==> src/hw/rtl/pdr_pkg.sv <==
// Shared constants and types for the parabolic DAC ramp generator.
package pdr_pkg;

  localparam int VAL_W        = 16;
  localparam int CNT_W        = 16;
  localparam int MULT_W       = 24;
  localparam int CHAN_W       = 4;
  localparam int SUM_W        = VAL_W + 1;
  localparam int PROD_W       = CNT_W + MULT_W;
  localparam int SLOPE_LSB    = 16;
  localparam int DAC_BITS_DEF = 16;

  localparam logic CMD_START = 1'b0;
  localparam logic CMD_TICK  = 1'b1;

  typedef struct packed {
    logic hit_goal;
    logic last;
  } step_flags_t;

endpackage

==> src/hw/rtl/pdr_step.sv <==
// One ramp step: slope product, move toward the goal, and step count update.
module pdr_step #(
  parameter int DAC_BITS = pdr_pkg::DAC_BITS_DEF
) (
  input  logic [DAC_BITS-1:0]      present,
  input  logic [DAC_BITS-1:0]      goal,
  input  logic [pdr_pkg::CNT_W-1:0]  step_count,
  input  logic [pdr_pkg::MULT_W-1:0] curve_factor,
  input  logic                     count_down,
  output logic [DAC_BITS-1:0]      next_present,
  output logic [pdr_pkg::CNT_W-1:0]  next_count,
  output logic [DAC_BITS-1:0]      step_value,
  output pdr_pkg::step_flags_t     flags
);
  import pdr_pkg::*;

  logic [CNT_W-1:0]  odd;
  logic [PROD_W-1:0] prod;
  logic [VAL_W-1:0]  slope;
  logic [SUM_W-1:0]  pres_ext;
  logic [SUM_W-1:0]  goal_ext;
  logic [SUM_W-1:0]  pres_up;
  logic [SUM_W-1:0]  goal_up;
  logic [SUM_W-1:0]  pres_dn;
  logic              rising;
  logic              hit;
  logic [CNT_W-1:0]  cnt_dec;
  logic [CNT_W-1:0]  cnt_inc;
  logic              cnt_end;

  assign odd   = {step_count[CNT_W-2:0], 1'b1};
  assign prod  = PROD_W'(odd) * PROD_W'(curve_factor);
  assign slope = prod[SLOPE_LSB +: VAL_W];

  // Sums are kept one bit wider than the values so they never wrap.
  assign pres_ext = SUM_W'(present);
  assign goal_ext = SUM_W'(goal);
  assign pres_up  = pres_ext + SUM_W'(slope);
  assign goal_up  = goal_ext + SUM_W'(slope);
  assign pres_dn  = pres_ext - SUM_W'(slope);
  assign rising   = goal > present;
  assign hit      = rising ? !(goal_ext > pres_up) : !(pres_ext > goal_up);

  assign cnt_dec = step_count - CNT_W'(1);
  assign cnt_inc = step_count + CNT_W'(1);

  always_comb begin
    if (count_down) begin
      // A count that is already zero ends the ramp rather than wrapping.
      next_count = (step_count == '0) ? step_count : cnt_dec;
      cnt_end    = (step_count == '0) || (cnt_dec == '0);
    end else begin
      next_count = cnt_inc;
      cnt_end    = (cnt_inc == '0);
    end
  end

  assign next_present   = hit ? present
                        : (rising ? DAC_BITS'(pres_up) : DAC_BITS'(pres_dn));
  assign step_value     = hit ? goal : next_present;
  assign flags.hit_goal = hit;
  assign flags.last     = hit || cnt_end;

endmodule

==> src/hw/rtl/parabolic_dac_ramp.sv <==
// Parabolic DAC ramp generator: start and tick items in, DAC code writes out.
//
// A start item emits its start value on the chosen channel and arms a ramp;
// every tick item while armed emits one step of size (2n+1) times the curvature
// factor, n being the step count (which counts down when inverted), until the
// target is reached or the step count runs out. One item is taken per clock
// while the output is not stalled: each item is held in the input register,
// its step is computed by a single 16x24 multiply and 17-bit compare, and the
// result lands in the output register, from which it transfers when out_ready
// is high. A tick while idle produces no result.
module parabolic_dac_ramp #(
  parameter int DAC_BITS = pdr_pkg::DAC_BITS_DEF
) (
  input  logic                       clk,
  input  logic                       rst_n,
  input  logic                       in_valid,
  output logic                       in_ready,
  input  logic                       in_command,
  input  logic [pdr_pkg::CHAN_W-1:0] in_channel,
  input  logic [pdr_pkg::VAL_W-1:0]  in_start_value,
  input  logic [pdr_pkg::VAL_W-1:0]  in_target_value,
  input  logic [pdr_pkg::MULT_W-1:0] in_multiplier,
  input  logic                       in_invert,
  output logic                       out_valid,
  input  logic                       out_ready,
  output logic [pdr_pkg::CHAN_W-1:0] out_channel,
  output logic [pdr_pkg::VAL_W-1:0]  out_value,
  output logic                       out_last
);
  import pdr_pkg::*;

  // Input register
  logic                in_valid_r;
  logic                cmd_r;
  logic [CHAN_W-1:0]   chan_r;
  logic [VAL_W-1:0]    start_r;
  logic [VAL_W-1:0]    target_r;
  logic [MULT_W-1:0]   mult_r;
  logic                inv_r;

  // Ramp state
  logic                busy_r, busy_nxt;
  logic [DAC_BITS-1:0] present_r, present_nxt;
  logic [DAC_BITS-1:0] goal_r, goal_nxt;
  logic [CNT_W-1:0]    count_r, count_nxt;
  logic [MULT_W-1:0]   curve_r, curve_nxt;
  logic                down_r, down_nxt;
  logic [CHAN_W-1:0]   held_chan_r, held_chan_nxt;

  // Output register
  logic                out_valid_r, out_valid_nxt;
  logic [CHAN_W-1:0]   out_chan_r, out_chan_nxt;
  logic [VAL_W-1:0]    out_value_r, out_value_nxt;
  logic                out_last_r, out_last_nxt;

  logic                advance;
  logic                process;
  logic                load;
  logic [DAC_BITS-1:0] step_present;
  logic [CNT_W-1:0]    step_count;
  logic [DAC_BITS-1:0] step_value;
  step_flags_t         step_flags;

  assign advance  = !out_valid_r || out_ready;
  assign in_ready = !in_valid_r || advance;
  assign load     = in_valid && in_ready;
  assign process  = in_valid_r && advance;

  pdr_step #(
    .DAC_BITS(DAC_BITS)
  ) u_step (
    .present      (present_r),
    .goal         (goal_r),
    .step_count   (count_r),
    .curve_factor (curve_r),
    .count_down   (down_r),
    .next_present (step_present),
    .next_count   (step_count),
    .step_value   (step_value),
    .flags        (step_flags)
  );

  always_comb begin
    busy_nxt      = busy_r;
    present_nxt   = present_r;
    goal_nxt      = goal_r;
    count_nxt     = count_r;
    curve_nxt     = curve_r;
    down_nxt      = down_r;
    held_chan_nxt = held_chan_r;
    out_valid_nxt = out_valid_r && !out_ready;
    out_chan_nxt  = out_chan_r;
    out_value_nxt = out_value_r;
    out_last_nxt  = out_last_r;
    if (process) begin
      if (cmd_r == CMD_START) begin
        held_chan_nxt = chan_r;
        present_nxt   = start_r[DAC_BITS-1:0];
        goal_nxt      = target_r[DAC_BITS-1:0];
        curve_nxt     = mult_r;
        down_nxt      = inv_r;
        if (!inv_r) begin
          count_nxt = '0;
        end
        busy_nxt      = 1'b1;
        out_valid_nxt = 1'b1;
        out_chan_nxt  = chan_r;
        out_value_nxt = VAL_W'(start_r[DAC_BITS-1:0]);
        out_last_nxt  = 1'b0;
      end else if (busy_r) begin
        present_nxt   = step_present;
        // Reaching the goal leaves the count as it was for a later inverted ramp.
        if (!step_flags.hit_goal) begin
          count_nxt = step_count;
        end
        busy_nxt      = !step_flags.last;
        out_valid_nxt = 1'b1;
        out_chan_nxt  = held_chan_r;
        out_value_nxt = VAL_W'(step_value);
        out_last_nxt  = step_flags.last;
      end
    end
  end

  always_ff @(posedge clk) begin
    if (!rst_n) begin
      in_valid_r  <= 1'b0;
      busy_r      <= 1'b0;
      present_r   <= '0;
      goal_r      <= '0;
      count_r     <= '0;
      curve_r     <= '0;
      down_r      <= 1'b0;
      held_chan_r <= '0;
      out_valid_r <= 1'b0;
    end else begin
      if (in_ready) begin
        in_valid_r <= in_valid;
      end
      busy_r      <= busy_nxt;
      present_r   <= present_nxt;
      goal_r      <= goal_nxt;
      count_r     <= count_nxt;
      curve_r     <= curve_nxt;
      down_r      <= down_nxt;
      held_chan_r <= held_chan_nxt;
      out_valid_r <= out_valid_nxt;
    end
  end

  always_ff @(posedge clk) begin
    if (load) begin
      cmd_r    <= in_command;
      chan_r   <= in_channel;
      start_r  <= in_start_value;
      target_r <= in_target_value;
      mult_r   <= in_multiplier;
      inv_r    <= in_invert;
    end
    out_chan_r  <= out_chan_nxt;
    out_value_r <= out_value_nxt;
    out_last_r  <= out_last_nxt;
  end

  assign out_valid   = out_valid_r;
  assign out_channel = out_chan_r;
  assign out_value   = out_value_r;
  assign out_last    = out_last_r;

endmodule

==> config.mk <==
export PLATFORM = sky130hd
export DESIGN_NAME = parabolic_dac_ramp
export DESIGN_NICKNAME = d
export VERILOG_FILES = /design/src/hw/rtl/pdr_pkg.sv /design/src/hw/rtl/pdr_step.sv /design/src/hw/rtl/parabolic_dac_ramp.sv
export SDC_FILE = /design/constraint.sdc
export NUM_CORES = 1
export LEC_CHECK = 0
export ABC_AREA = 1
export BUFFER_PORTS_ARGS = -buffer_cell sky130_fd_sc_hd__buf_2
export CAP_MARGIN = 25
export CORE_MARGIN = 5
export CORE_UTILIZATION = 45
export CTS_CLUSTER_DIAMETER = 120
export DETAILED_ROUTE_END_ITERATION = 8
export SLEW_MARGIN = 20
export SYNTH_ARGS = -nofsm -noshare
export SYNTH_HDL_FRONTEND = slang
export SYNTH_HIERARCHICAL = 1
export SYNTH_SLANG_ARGS = --single-unit
==> constraint.sdc <==
create_clock -name clk -period 19.6 [get_ports clk]
set_clock_uncertainty 0.1 [all_clocks]
set_input_delay 1.96 -clock clk [delete_from_list [all_inputs] [get_ports clk]]
set_output_delay 1.96 -clock clk [all_outputs]
set_load 0.005 [all_outputs]
After elaboration in Yosys (flattened, before gate mapping)

Index checks and enable logic that the tools add are counted.

Bits in registers: 163
Word-level logic and storage cells: 74
Output and inout bits: 23
Input port bits: 66

Magnitude comparators: 3
Reduce and logical (&&, ||, !) cells: 19
Bitwise gates (word level): 1
Equal/unequal tests: 4
Multiply operators: 1
Mux-type cells: 23
Add/sub/neg operators: 5

Operators with widths:

| operator                                                             | count |
|---|---|
| 16-bit two-way mux                                                   | 13 |
| 16-bit logical NOT                                                   | 3 |
| 16-bit by 16-bit adder with 17-bit output                            | 2 |
| 16-bit by 17-bit > comparator with 1-bit output                      | 2 |
| 16-bit by 24-bit multiplier with 32-bit output                       | 1 |
| 16-bit by 1-bit adder with 16-bit output, second input constant      | 1 |
| 16-bit > comparator                                                  | 1 |
| 16-bit by 1-bit subtractor with 16-bit output, second input constant | 1 |
| 16-bit subtractor                                                    | 1 |
| 1-bit two-way mux                                                    | 8 |
| 4-bit two-way mux                                                    | 2 |
| 1-bit logical NOT                                                    | 6 |
| 5-bit AND reduction                                                  | 1 |
| 1-bit logical OR                                                     | 4 |
| 2-bit != test, second input constant                                 | 2 |
| 2-bit AND reduction                                                  | 2 |
| 1-bit logical AND                                                    | 3 |
| 3-bit != test, second input constant                                 | 1 |
| 2-bit by 1-bit != test with 1-bit output, second input constant      | 1 |
| 1-bit NOT                                                            | 1 |

Depth between registers and ports, before layout

Gate-level depths: netlist of the first run.

Depth in word-level cells: 9
Depth in mapped cells: 59
Gate-level depth less buffers: 53

Modules after synthesis

Netlist of the first run, hierarchy kept.

By module, submodules not included:

| module             | area each (um^2) | sequential area each (um^2) | cells an instance | instances |
|---|---|---|---|---|
| pdr_step           | 15792.6          | 0.0                         | 2283              | 1 |
| parabolic_dac_ramp | 5923.2           | 4093.9                      | 576               | 1 |

Least setup slack after synthesis of the first run

OpenSTA, ideal clock, no wires.

Path type: reg-to-reg
From: reg count_r[2]
To: reg count_r[11]
Period minus slack after synthesis: 8.898 ns
Stages on the path, launching flop included: 56
Slack: 10.702 ns
Library setup time: 0.064 ns
Arrival time: 8.734 ns
Required time: 19.436 ns
Path buffers: 6
Cell sequence: dfxtp_1 buf_1 clkbuf_1 nand2_1 fa_1 fa_1 inv_1 fa_1 inv_1 fa_1 inv_1 fa_1 inv_1 fa_1 inv_1 ha_1 nand2_1 nor2_1 (+20 left out) ha_1 nand2_1 nor2_1 nand4_1 nor4_1 and3_1 nor2_4 nand2_4 nand2_4 buf_8 inv_2 buf_4 nand2_1 o21a_4 buf_6 nand3_1 nand2_1 nor2_1

Cells in the longest elaborated chain, start to end: 7
Elaborated cells on any way between the ends: 19
Those cells by class: add/sub (4); mul (1); order compare (2); eq/ne (2); mux (6); reduce/logical (4)

Ends and longest elaborated chain:

| item                                                                | RTL line                       | text |
|---|---|---|
| start, declared                                                     | parabolic_dac_ramp.sv:45       | `logic [CNT_W-1:0] count_r, count_nxt;` |
| start signal, assigned                                              | parabolic_dac_ramp.sv:143      | `count_r <= count_nxt;` |
| 16-bit by 24-bit multiplier with 32-bit output *                    | pdr_step.sv:32                 | `assign prod = PROD_W'(odd) * PROD_W'(curve_factor);` |
| 16-bit by 16-bit adder with 17-bit output, on equally long branches | pdr_step.sv:39, pdr_step.sv:38 |  |
| 16-bit by 17-bit > comparator with 1-bit output                     | pdr_step.sv:42                 | `assign hit = rising ? !(goal_ext > pres_up) : !(pres_ext > goal_up);` |
| 1-bit logical NOT                                                   | pdr_step.sv:42                 |  |
| 1-bit two-way mux *                                                 | pdr_step.sv:42                 |  |
| via u_step.hit                                                      | pdr_step.sv:26                 | `logic hit;` |
| 2-bit != test (no line) *                                           | n/a                            |  |
| 5-bit AND reduction (no line) *                                     | n/a                            |  |

The timed path passes the listed nets; every way through them passes the cells marked *. The select of a mux whose other input is x is not followed.
A chain may end at the register's enable or synchronous reset.

==> run summary, run 1 <==
outcome: finished clean
initial core utilization: 45.5%
GRT Max-Usage Layer: met2
syn avg cell area: 7.60 sq um
area of the multi-input gates: 14700 sq um
Final Setup Violations: 0
FF/Latch Area: 4090 sq um
chip height: 230 um
drt wl/cell: 18.3 um
Num CTS Buffers: 17
Initial DRC Count: 1357
Post-CTS Hold Buffers: 0
R2R setup slack: 8.98 ns
share of layout cells above drive strength 1: 6.64%
CP Max Fanout: 33
Syn. warnings: 6
initial antenna violation count: 0
number of fill cells in the layout: 4717
CTS H-tree lvls: 4
Hold Crit Class: flop to flop
Buffers on Ports: 88
root buffer cell: clkbuf_16
sequential fraction of the synthesis area: 18.9%
RSZ-0062 raised after global routing: false
Setup CP Type: flop to flop
Peak Freq: 0.0941 GHz
Final Non-Filler Cells: 3505
Hold Crit Endpoint: busy_r
diode count: 0
CTS max path bufs: 2
Core Region: 47700 sq um
crit path DAT: 10.90 ns
relative slew slack: 31.5%
largest net degree at the start of global routing: 59
Slew @ Worst Pin: 1.03 ns
R2R depth: 46
post-synth top area cell: fa_1
Setup Fix Bufs, Post-CTS: 0
crit start category: flop
row count: 80
Chip Width: 230 um
xor/xnor share of the synthesized area: 3.31%
r2r endpoint: count_r[9]
grt met2 use: 41.6%
Remaining DRCs: 0
largest family of logic cells by synthesized area: adder cells
Placer Congestion: 0.963
VDD IR max: 0.0825 mV
# resized after CTS: 0
remaining global-route overflow: 0
first-pass GRT wire length: 102 mm
number of global-route vias before repair: 18839
min cycle time layout: 10.62 ns
CTS tree: done
placed wire-length estimate: 49.1 mm
clock insertion delay at the later pin of the skew report: 0.44 ns
worst hold stages: 2
Slowest cell on crit path: dfxtp_1
Worst Path Required: 19.87 ns
GR Util met1: 32.3%
Layout Nets: 3400
Final Hold Fails: 0
Compound-Gate Fraction of Synth Area: 6.61%
Synth top area share: 26.0%
simple-gate share of the synthesized area: 21.7%
Die ar.: 52800 sq um
r2r startpoint: curve_r[4]
Post-Syn Instances: 2859
post-synthesis adder-cell area fraction: 36.1%
via/cell ratio: 5.18
Ports: 89
Area contributors post-synth: fa_1, nand2_1, edfxtp_1
Crit path top cell by count: nand2_1
post-route antenna net violation count: 0
Pins Over Slew Limit: 0
Pwr Density: 51.8 nW/um^2
placed cells: 3473
Crit. End Element: flop
Worst path max stage delay: 1.00 ns
Final period util: 54.2%
Syn-to-layout area delta: 6.82%
Final TNS setup: 0 ns
CTS clk-pin slew, worst paths: 0.07 ns
Seq cells post-synth: 163
Leak: 11.9 nW
max_cap viols: 0
Sink Count: 163
Worst Min Path Start: busy_r
routed wire length: 64.0 mm
Net Count, Synth: 3382
Distinct cells, synth: 52
Pre-antenna DRT Iters: 5
post-synthesis mux area share: 0%
met3 Track Usage GR: 2.97%
Syn Std Cell Area: 21700 sq um
via count: 18158
Tot GR Track Use: 24.2%
[logic make-up (layout without fill, tap and decap cells)]
logic type,count (synthesis),after routing
compound gates,261,261
buf+inv,744,775
simple gates,1152,1152
fa+ha+maj,457,457
flops,163,163
xor+xnor,82,82
[area by class of cell]
class,count,area share (%)
flip-flops and latches,163,17.6
clock inverters,15,0.787
multi-input cells,1952,63.3
repair buffers,123,3.03
clock buffers,17,1.83
inverters,620,10.0
well taps,615,3.32
[state kept, by name, indices dropped and copies added, names as in the netlist, 4 cells and up]
register	count
chan_r	4
count_r	16
curve_r	24
goal_r	16
held_chan_r	4
mult_r	24
out_channel	4
out_value	16
present_r	16
start_r	16
target_r	16
[cells in the final DEF (no fill, tap or decap), drive strengths merged, types with 6 or more instances in the layout]
cell / instances
nand2: 857
inv: 628
fa: 282
ha: 175
a21oi: 155
nor2: 133
buf: 123
nand3: 102
edfxtp: 83
dfxtp: 80
xor2: 61
o21ai: 59
nor3: 25
xnor2: 21
nand4: 19
clkbuf: 17
o21bai: 9
nor4: 8
a21o: 7
clkinv: 6
[report_power, final]
part / switching, mW / internal [mW] / leakage [nW]
logic: 0.324 / 0.136 / 10.2
registers: 0.0184 / 0.379 / 1.45
clock network: 0.162 / 0.184 / 0.298
[how the worst max path moves through the flow]
stage / endpoint / slack, ns / depth (start not counted) / startpoint
global route: count_r[9] / 8.15 / 52 / curve_r[4]
floorplan: count_r[11] / 10.70 / 55 / count_r[2]
CTS: count_r[9] / 9.01 / 46 / curve_r[4]
detailed placement: count_r[12] / 9.10 / 46 / curve_r[4]
finish: count_r[9] / 8.98 / 46 / curve_r[4]
global placement: count_r[13] / 9.16 / 46 / curve_r[4]
[cell usage after synthesis, drive strengths merged]
| library cell | n |
|---|---|
| xor2 | 61 |
| o21a | 5 |
| or2 | 3 |
| and2 | 1 |
| nand3b | 3 |
| a21o | 7 |
| nor4 | 8 |
| nor2 | 133 |
| o31ai | 3 |
| o22ai | 3 |
| a21oi | 155 |
| nand4 | 19 |
| o221ai | 1 |
| a221oi | 3 |
| edfxtp | 83 |
| a211oi | 4 |
| and3 | 1 |
| a21boi | 1 |
| xnor2 | 21 |
| o21ai | 59 |
| clkbuf | 69 |
| fa | 282 |
| nor3 | 25 |
| buf | 55 |
| nand2 | 857 |
| inv | 619 |
| a31oi | 4 |
| clkinv | 1 |
| dfxtp | 80 |
| ha | 175 |
| nand3 | 102 |
| o21bai | 9 |
| o2111ai | 2 |
| o211ai | 3 |
| a2111oi | 1 |
| a31o | 1 |
[routing by layer]
metal  share of wire, %  routed length [um]  vias to the layer above
li1                   -                   -                     8648
met1                 43               27800                     8867
met2                 48               30900                      555
met3                5.2                3350                       88
met4                3.1                1970                        0
met5                  0                   0                        -
[worst max-delay path, delay by kind of cell, from the launching register on]
family,cells,cell delay (ns)
AOI/OAI and AO/OA,3,0.47
xor gates and xnor gates,2,0.43
adders and majority gates,9,4.04
buffers and inverters,5,0.37
DFF,1,1.00
and+or+nand+nor,27,4.13
[stage by stage]
step	instance area, sq um	hold WS, ns	utilization, %	power, mW	worst slack, ns
5_1_grt	23200	0.388	48.6	1.27	8.15
6_report	23200	0.364	48.6	1.20	8.98
4_1_cts	23200	0.364	48.6	1.20	9.01
3_3_place_gp	22600	0.348	47.3	0.853	9.16
3_5_place_dp	22600	0.353	47.3	0.853	9.10
2_1_floorplan	21700	0.339	-	0.724	10.70
Power figures use the tool's default switching activity.
==> run 2: changes to the inputs <==
clock period = 9.5 ns   (was 19.6 ns; I/O delays follow)
==> run 2 against run 1 <==
  * Critical path depth decreased by 2
  * Sequential power increased by 110%
  * Clock power increased by 110%
  * Final cell count increased by 2.2%
  * Register-to-register slack got worse by 8.5 ns
  * Maximum frequency increased by 18%
  * Clock-buffer cell count unchanged
  * Via count increased by 2.6%
  * Sequential cell count unchanged
  * Die area unchanged
  * Critical path type unchanged
  * Critical endpoint is now count_r[0]
  * Largest cell class unchanged
==> run summary, run 2 (synthesized netlist as in run 1, its figures left out) <==
Core Region: 47700 sq um (unchanged)
Pwr Density: 105 nW/um^2 (+100%)
via count: 18639 (+2.6%)
number of global-route vias before repair: 18881 (+0.22%)
share of layout cells above drive strength 1: 11.7% (+5.0 points)
Slew @ Worst Pin: 0.886 ns (-0.141 ns)
R2R depth: 44 (-4.3%)
Chip Width: 230 um (unchanged)
biggest regs: curve_r: 24 flops, mult_r: 24 flops
Worst Min Path Start: busy_r
Final Non-Filler Cells: 3582 (+2.2%)
drt wl/cell: 18.4 um (+0.53%)
CTS tree: done
Final Hold Fails: 0 (unchanged)
commonest non-fill, non-tap cell in the layout: nand2_1
Initial DRC Count: 1557 (+15%)
Layout Nets: 3477 (+2.3%)
r2r startpoint: count_r[0]
crit path DAT: 9.23 ns (-1.67 ns)
Pins Over Slew Limit: 0 (unchanged)
max_cap viols: 0 (unchanged)
most frequent cells in the layout: nand2_1, inv_1, fa_1, ha_1, a21oi_1
Ports: 89 (unchanged)
relative slew slack: 40.8% (+9.4 points)
Sink Count: 163 (unchanged)
first-pass GRT wire length: 104 mm (+1.7%)
largest net degree at the start of global routing: 59 (unchanged)
root buffer cell: clkbuf_16
Remaining DRCs: 0 (unchanged)
Syn-to-layout area delta: 11.7%
pre-CTS setup slack: -0.166 ns (-9.26 ns)
crit start category: flop
placed wire-length estimate: 53.4 mm (+8.8%)
Placer Congestion: 0.937 (-2.8%)
chip height: 230 um (unchanged)
Die ar.: 52800 sq um (unchanged)
number of fill cells in the layout: 4683 (-0.72%)
via/cell ratio: 5.20 (+0.44%)
CP Max Fanout: 10 (-70%)
remaining global-route overflow: 0 (unchanged)
Leak: 12.4 nW (+3.8%)
worst hold stages: 2 (unchanged)
Tot GR Track Use: 24.7% (+0.49 points)
Hold Crit Class: flop to flop
CTS H-tree lvls: 4 (unchanged)
CTS max path bufs: 2 (unchanged)
final worst slack: 0.507 ns (-8.47 ns)
Peak Freq: 0.111 GHz (+18%)
fin util: 50.8% (+2.2 points)
initial core utilization: 45.5% (unchanged)
Worst path max stage delay: 0.56 ns (-0.44 ns)
CTS clk-pin slew, worst paths: 0.07 ns (about the same)
post-route antenna net violation count: 0 (unchanged)
initial antenna violation count: 0 (unchanged)
Final Hold Slack: 0.364 ns (+0.0000920 ns)
routed wire length: 65.8 mm (+2.7%)
diode count: 0 (unchanged)
Crit path top cell by count: inv_1
row count: 80 (unchanged)
Setup CP Type: flop to flop
clock insertion delay at the later pin of the skew report: 0.46 ns (+0.02 ns)
Slowest cell on crit path: fa_1
Final TNS setup: 0 ns (unchanged)
min cycle time layout: 8.99 ns (-1.63 ns)
VDD IR max: 0.138 mV (+67%)
Worst Path Required: 9.73 ns (-10.14 ns)
Crit. End Element: flop
Final Setup Violations: 0 (unchanged)
placed cells: 3535 (+1.8%)
Hold Crit Endpoint: busy_r
Buffers on Ports: 88 (unchanged)
outcome: finished clean
R2R setup slack: 0.51 ns (-8.47 ns)
Pre-antenna DRT Iters: 5 (unchanged)
Final period util: 94.7% (+40 points)
Num CTS Buffers: 17 (unchanged)
Post-CTS Hold Buffers: 0 (unchanged)
r2r endpoint: count_r[0]
-- run 2: through the flow --
step                total power [mW]  instance area (sq um)
global route                    2.70                  24200
global placement                1.80                  23100
detailed placement              1.80                  23100
finish                          2.55                  24200
CTS                             2.52                  23700
floorplan                       1.49                  21700
-- run 2: how the worst max path moves through the flow --
stage / from / endpoint / cells past startpoint / slack [ns]
3_3_place_gp: count_r[0] / count_r[12] / 46 / -0.21
3_5_place_dp: count_r[0] / count_r[12] / 46 / -0.17
4_1_cts: count_r[3] / count_r[12] / 52 / 0.002
5_1_grt: count_r[0] / count_r[1] / 44 / -0.05
6_report: count_r[0] / count_r[0] / 44 / 0.51
2_1_floorplan: count_r[2] / count_r[12] / 55 / 0.60
-- run 2: where the power goes --
part / switching (mW) / leakage [nW] / internal (mW)
registers: 0.0536 / 1.47 / 0.780
clock network: 0.356 / 0.299 / 0.361
logic: 0.667 / 10.6 / 0.335
-- run 2: what timing repair did --
item                       4_1_cts  5_1_grt
resized for setup                8      107
setup buffers                    0       15
setup endpoints to repair       48       50
pin swaps                        0       17
gates cloned                     0        0
-- run 2: area by class of cell --
class	count	area, sq um	share of cell area [%]
Inverter	620	2330	9.60
Sequential cell	163	4170	17.2
Clock inverter	15	191	0.789
Tap cell	615	769	3.17
Multi-Input combinational cell	1952	15000	61.8
Timing Repair Buffer	200	1380	5.68
Clock buffer	17	425	1.75
-- run 2: worst max-delay path, delay by kind of cell (launching register included) --
kind                     cells  cell delay (ns)
adder cells (fa/ha/maj)      9             4.00
flip-flops                   1             0.42
AND/OR/NAND/NOR             16             1.70
XOR/XNOR                     1             0.21
buffers and inverters       11             1.09
AO/OA/AOI/OAI                7             1.33
-- run 2: per-layer routing --
layer / track usage [%] / wire length [um] / vias up
met3: 2.99 / 3810 / 103
met4: 6.86 / 1730 / 0
met5: 0 / 0 / -
met2: 41.8 / 31800 / 640
li1: - / - / 8811
met1: 33.8 / 28400 / 9085
==> run 3: changes to the inputs <==
BUFFER_PORTS_ARGS = -buffer_cell sky130_fd_sc_hd__clkbuf_2   (was -buffer_cell sky130_fd_sc_hd__buf_2)
==> run 3 against run 2 <==
  * Die area stayed put
  * Register-to-register slack worse by 0.08 ns
  * First-iteration DRC count shrank 13%
  * Via count is essentially flat
  * Sequential power hardly changed
  * Hold slack worse by 0.0015 ns
  * Total power grew 2.5%
  * Combinational power hardly changed
  * Global-route usage grew 0.074 points
  * Critical path type unchanged
  * Critical endpoint is now count_r[11]
  * Largest cell class unchanged
==> run summary, run 3 (synthesized netlist as in run 1, its figures left out) <==
outcome: finished clean
remaining global-route overflow: 0 (unchanged)
Crit. End Element: flop
Worst path max stage delay: 0.57 ns (about the same)
Tot GR Track Use: 24.8% (+0.074 points)
Slowest cell on crit path: fa_1
CTS clk-pin slew, worst paths: 0.08 ns (about the same)
commonest non-fill, non-tap cell in the layout: nand2_1
initial core utilization: 45.5% (unchanged)
crit start category: flop
row count: 80 (unchanged)
initial antenna violation count: 2 (+2)
share of layout cells above drive strength 1: 11.7% (+0.075 points)
CP Max Fanout: 15 (+5)
Pwr Density: 108 nW/um^2 (+2.4%)
Worst Setup SP: count_r[0]
Initial DRC Count: 1347 (-13%)
most frequent cells in the layout: nand2_1, inv_1, fa_1, ha_1, a21oi_1
biggest regs: curve_r: 24 flops, mult_r: 24 flops
Placer Congestion: 0.989 (+5.6%)
largest net degree at the start of global routing: 65 (+10%)
Die ar.: 52800 sq um (unchanged)
Syn-to-layout area delta: 11.8%
R2R setup slack: 0.42 ns (-0.08 ns)
number of global-route vias before repair: 18992 (+0.59%)
Final Setup Violations: 0 (unchanged)
Slew @ Worst Pin: 0.873 ns (-0.0125 ns)
Sink Count: 163 (unchanged)
total power: 2.61 mW (+2.5%)
Final Non-Filler Cells: 3597 (+0.42%)
placed wire-length estimate: 53.6 mm (+0.30%)
Ports: 89 (unchanged)
Remaining DRCs: 0 (unchanged)
clock insertion delay at the later pin of the skew report: 0.46 ns (about the same)
CTS tree: done
Worst Path Required: 9.75 ns (+0.02 ns)
post-route antenna net violation count: 0 (unchanged)
first-pass GRT wire length: 104 mm (+0.20%)
Setup CP Type: flop to flop
Pins Over Slew Limit: 0 (unchanged)
Hold Crit Class: flop to flop
Leak: 12.5 nW (+0.91%)
number of fill cells in the layout: 4608 (-1.6%)
Critical Path End: count_r[11]
Chip Width: 230 um (unchanged)
Buffers on Ports: 88 (unchanged)
diode count: 0 (unchanged)
CTS H-tree lvls: 4 (unchanged)
R2R depth: 48 (+9.1%)
r2r endpoint: count_r[11]
placed cells: 3557 (+0.62%)
Num CTS Buffers: 17 (unchanged)
Core Region: 47700 sq um (unchanged)
routed wire length: 65.7 mm (-0.12%)
r2r startpoint: count_r[0]
chip height: 230 um (unchanged)
drt wl/cell: 18.3 um (-0.53%)
min cycle time layout: 9.08 ns (+0.0840 ns)
relative slew slack: 41.8% (+0.97 points)
VDD IR max: 0.149 mV (+8.0%)
Final Hold Fails: 0 (unchanged)
Cell Area, Placed: 23300 sq um (+0.66%)
Final period util: 95.5% (+0.88 points)
fin util: 50.8% (+0.052 points)
root buffer cell: clkbuf_16
max_cap viols: 0 (unchanged)
via count: 18647 (+0.043%)
Peak Freq: 0.110 GHz (-0.93%)
Pre-antenna DRT Iters: 6 (+1)
crit path DAT: 9.33 ns (+0.10 ns)
CTS max path bufs: 2 (unchanged)
post-route design area: 24300 sq um (+0.10%)
via/cell ratio: 5.18 (-0.37%)
Layout Nets: 3492 (+0.43%)
-- run 3: cell count changes in the layout (fill, tap and decap cells not counted), moves of 9 or more --
| cell | previous run | this run |
|---|---|---|
| buf_2 | 88 | 0 |
| clkbuf_2 | 0 | 88 |
| buf_4 | 100 | 117 |
| dfxtp_4 | 18 | 9 |
-- run 3: through the flow --
stage	worst slack (ns)	hold WS [ns]	setup TNS, ns
6_report	0.423	0.363	0
2_1_floorplan	0.602	0.339	0
3_5_place_dp	0.0756	0.351	0
4_1_cts	0.00266	0.362	0
3_3_place_gp	0.0451	0.348	0
5_1_grt	-0.0340	0.387	-0.0393
-- run 3: repair_timing --
item                       4_1_cts  5_1_grt
hold buffers                     0        0
gates resized for setup          0       85
buffers inserted                 0        7
setup endpoints to repair        0       50
hold endpoints to repair         0        0
-- run 3: worst min path at each step --
stage          slack, ns              to  cells past startpoint      startpoint
3_3_place_gp        0.35          busy_r                      2          busy_r
6_report            0.36          busy_r                      2          busy_r
3_5_place_dp        0.35          busy_r                      2          busy_r
2_1_floorplan       0.34          busy_r                      2          busy_r
5_1_grt             0.39  held_chan_r[0]                      2  held_chan_r[0]
4_1_cts             0.36          busy_r                      2          busy_r
-- run 3: where the power goes --
| group | switching, mW | leakage (nW) | internal (mW) |
|---|---|---|---|
| clock network | 0.382 | 0.310 | 0.372 |
| registers | 0.0521 | 1.47 | 0.781 |
| logic | 0.679 | 10.7 | 0.349 |
| total | 1.11 | 12.5 | 1.50 |
-- run 3: routing by layer --
layer  vias up  part of all wire (%)  wire, um  track usage [%]
met5         -                 0.020        13                0
met4         2                   2.9      1940             7.22
met3       106                   5.5      3600             3.42
met2       622                    48     31400             41.5
met1      9085                    44     28800             33.9
li1       8832                     -         -                -
-- run 3: worst max-delay path, delay by kind of cell, from the launching register on --
kind / cells / cell delay, ns
adders and majority gates: 9 / 4.05
AOI/OAI and AO/OA: 6 / 0.81
DFF: 1 / 0.43
xor gates and xnor gates: 2 / 0.47
and+or+nand+nor: 17 / 1.55
buffers and inverters: 14 / 1.56
-- run 3: final cells by class --
type	instances	area [sq um]	share of cell area, %
timing repair buffer	214	1460	6.03
inverter	620	2330	9.59
multi-input combinational	1953	14900	61.5
clock buffer	17	425	1.75
sequential	163	4150	17.1
tap	615	769	3.17
clock inverter	15	221	0.912
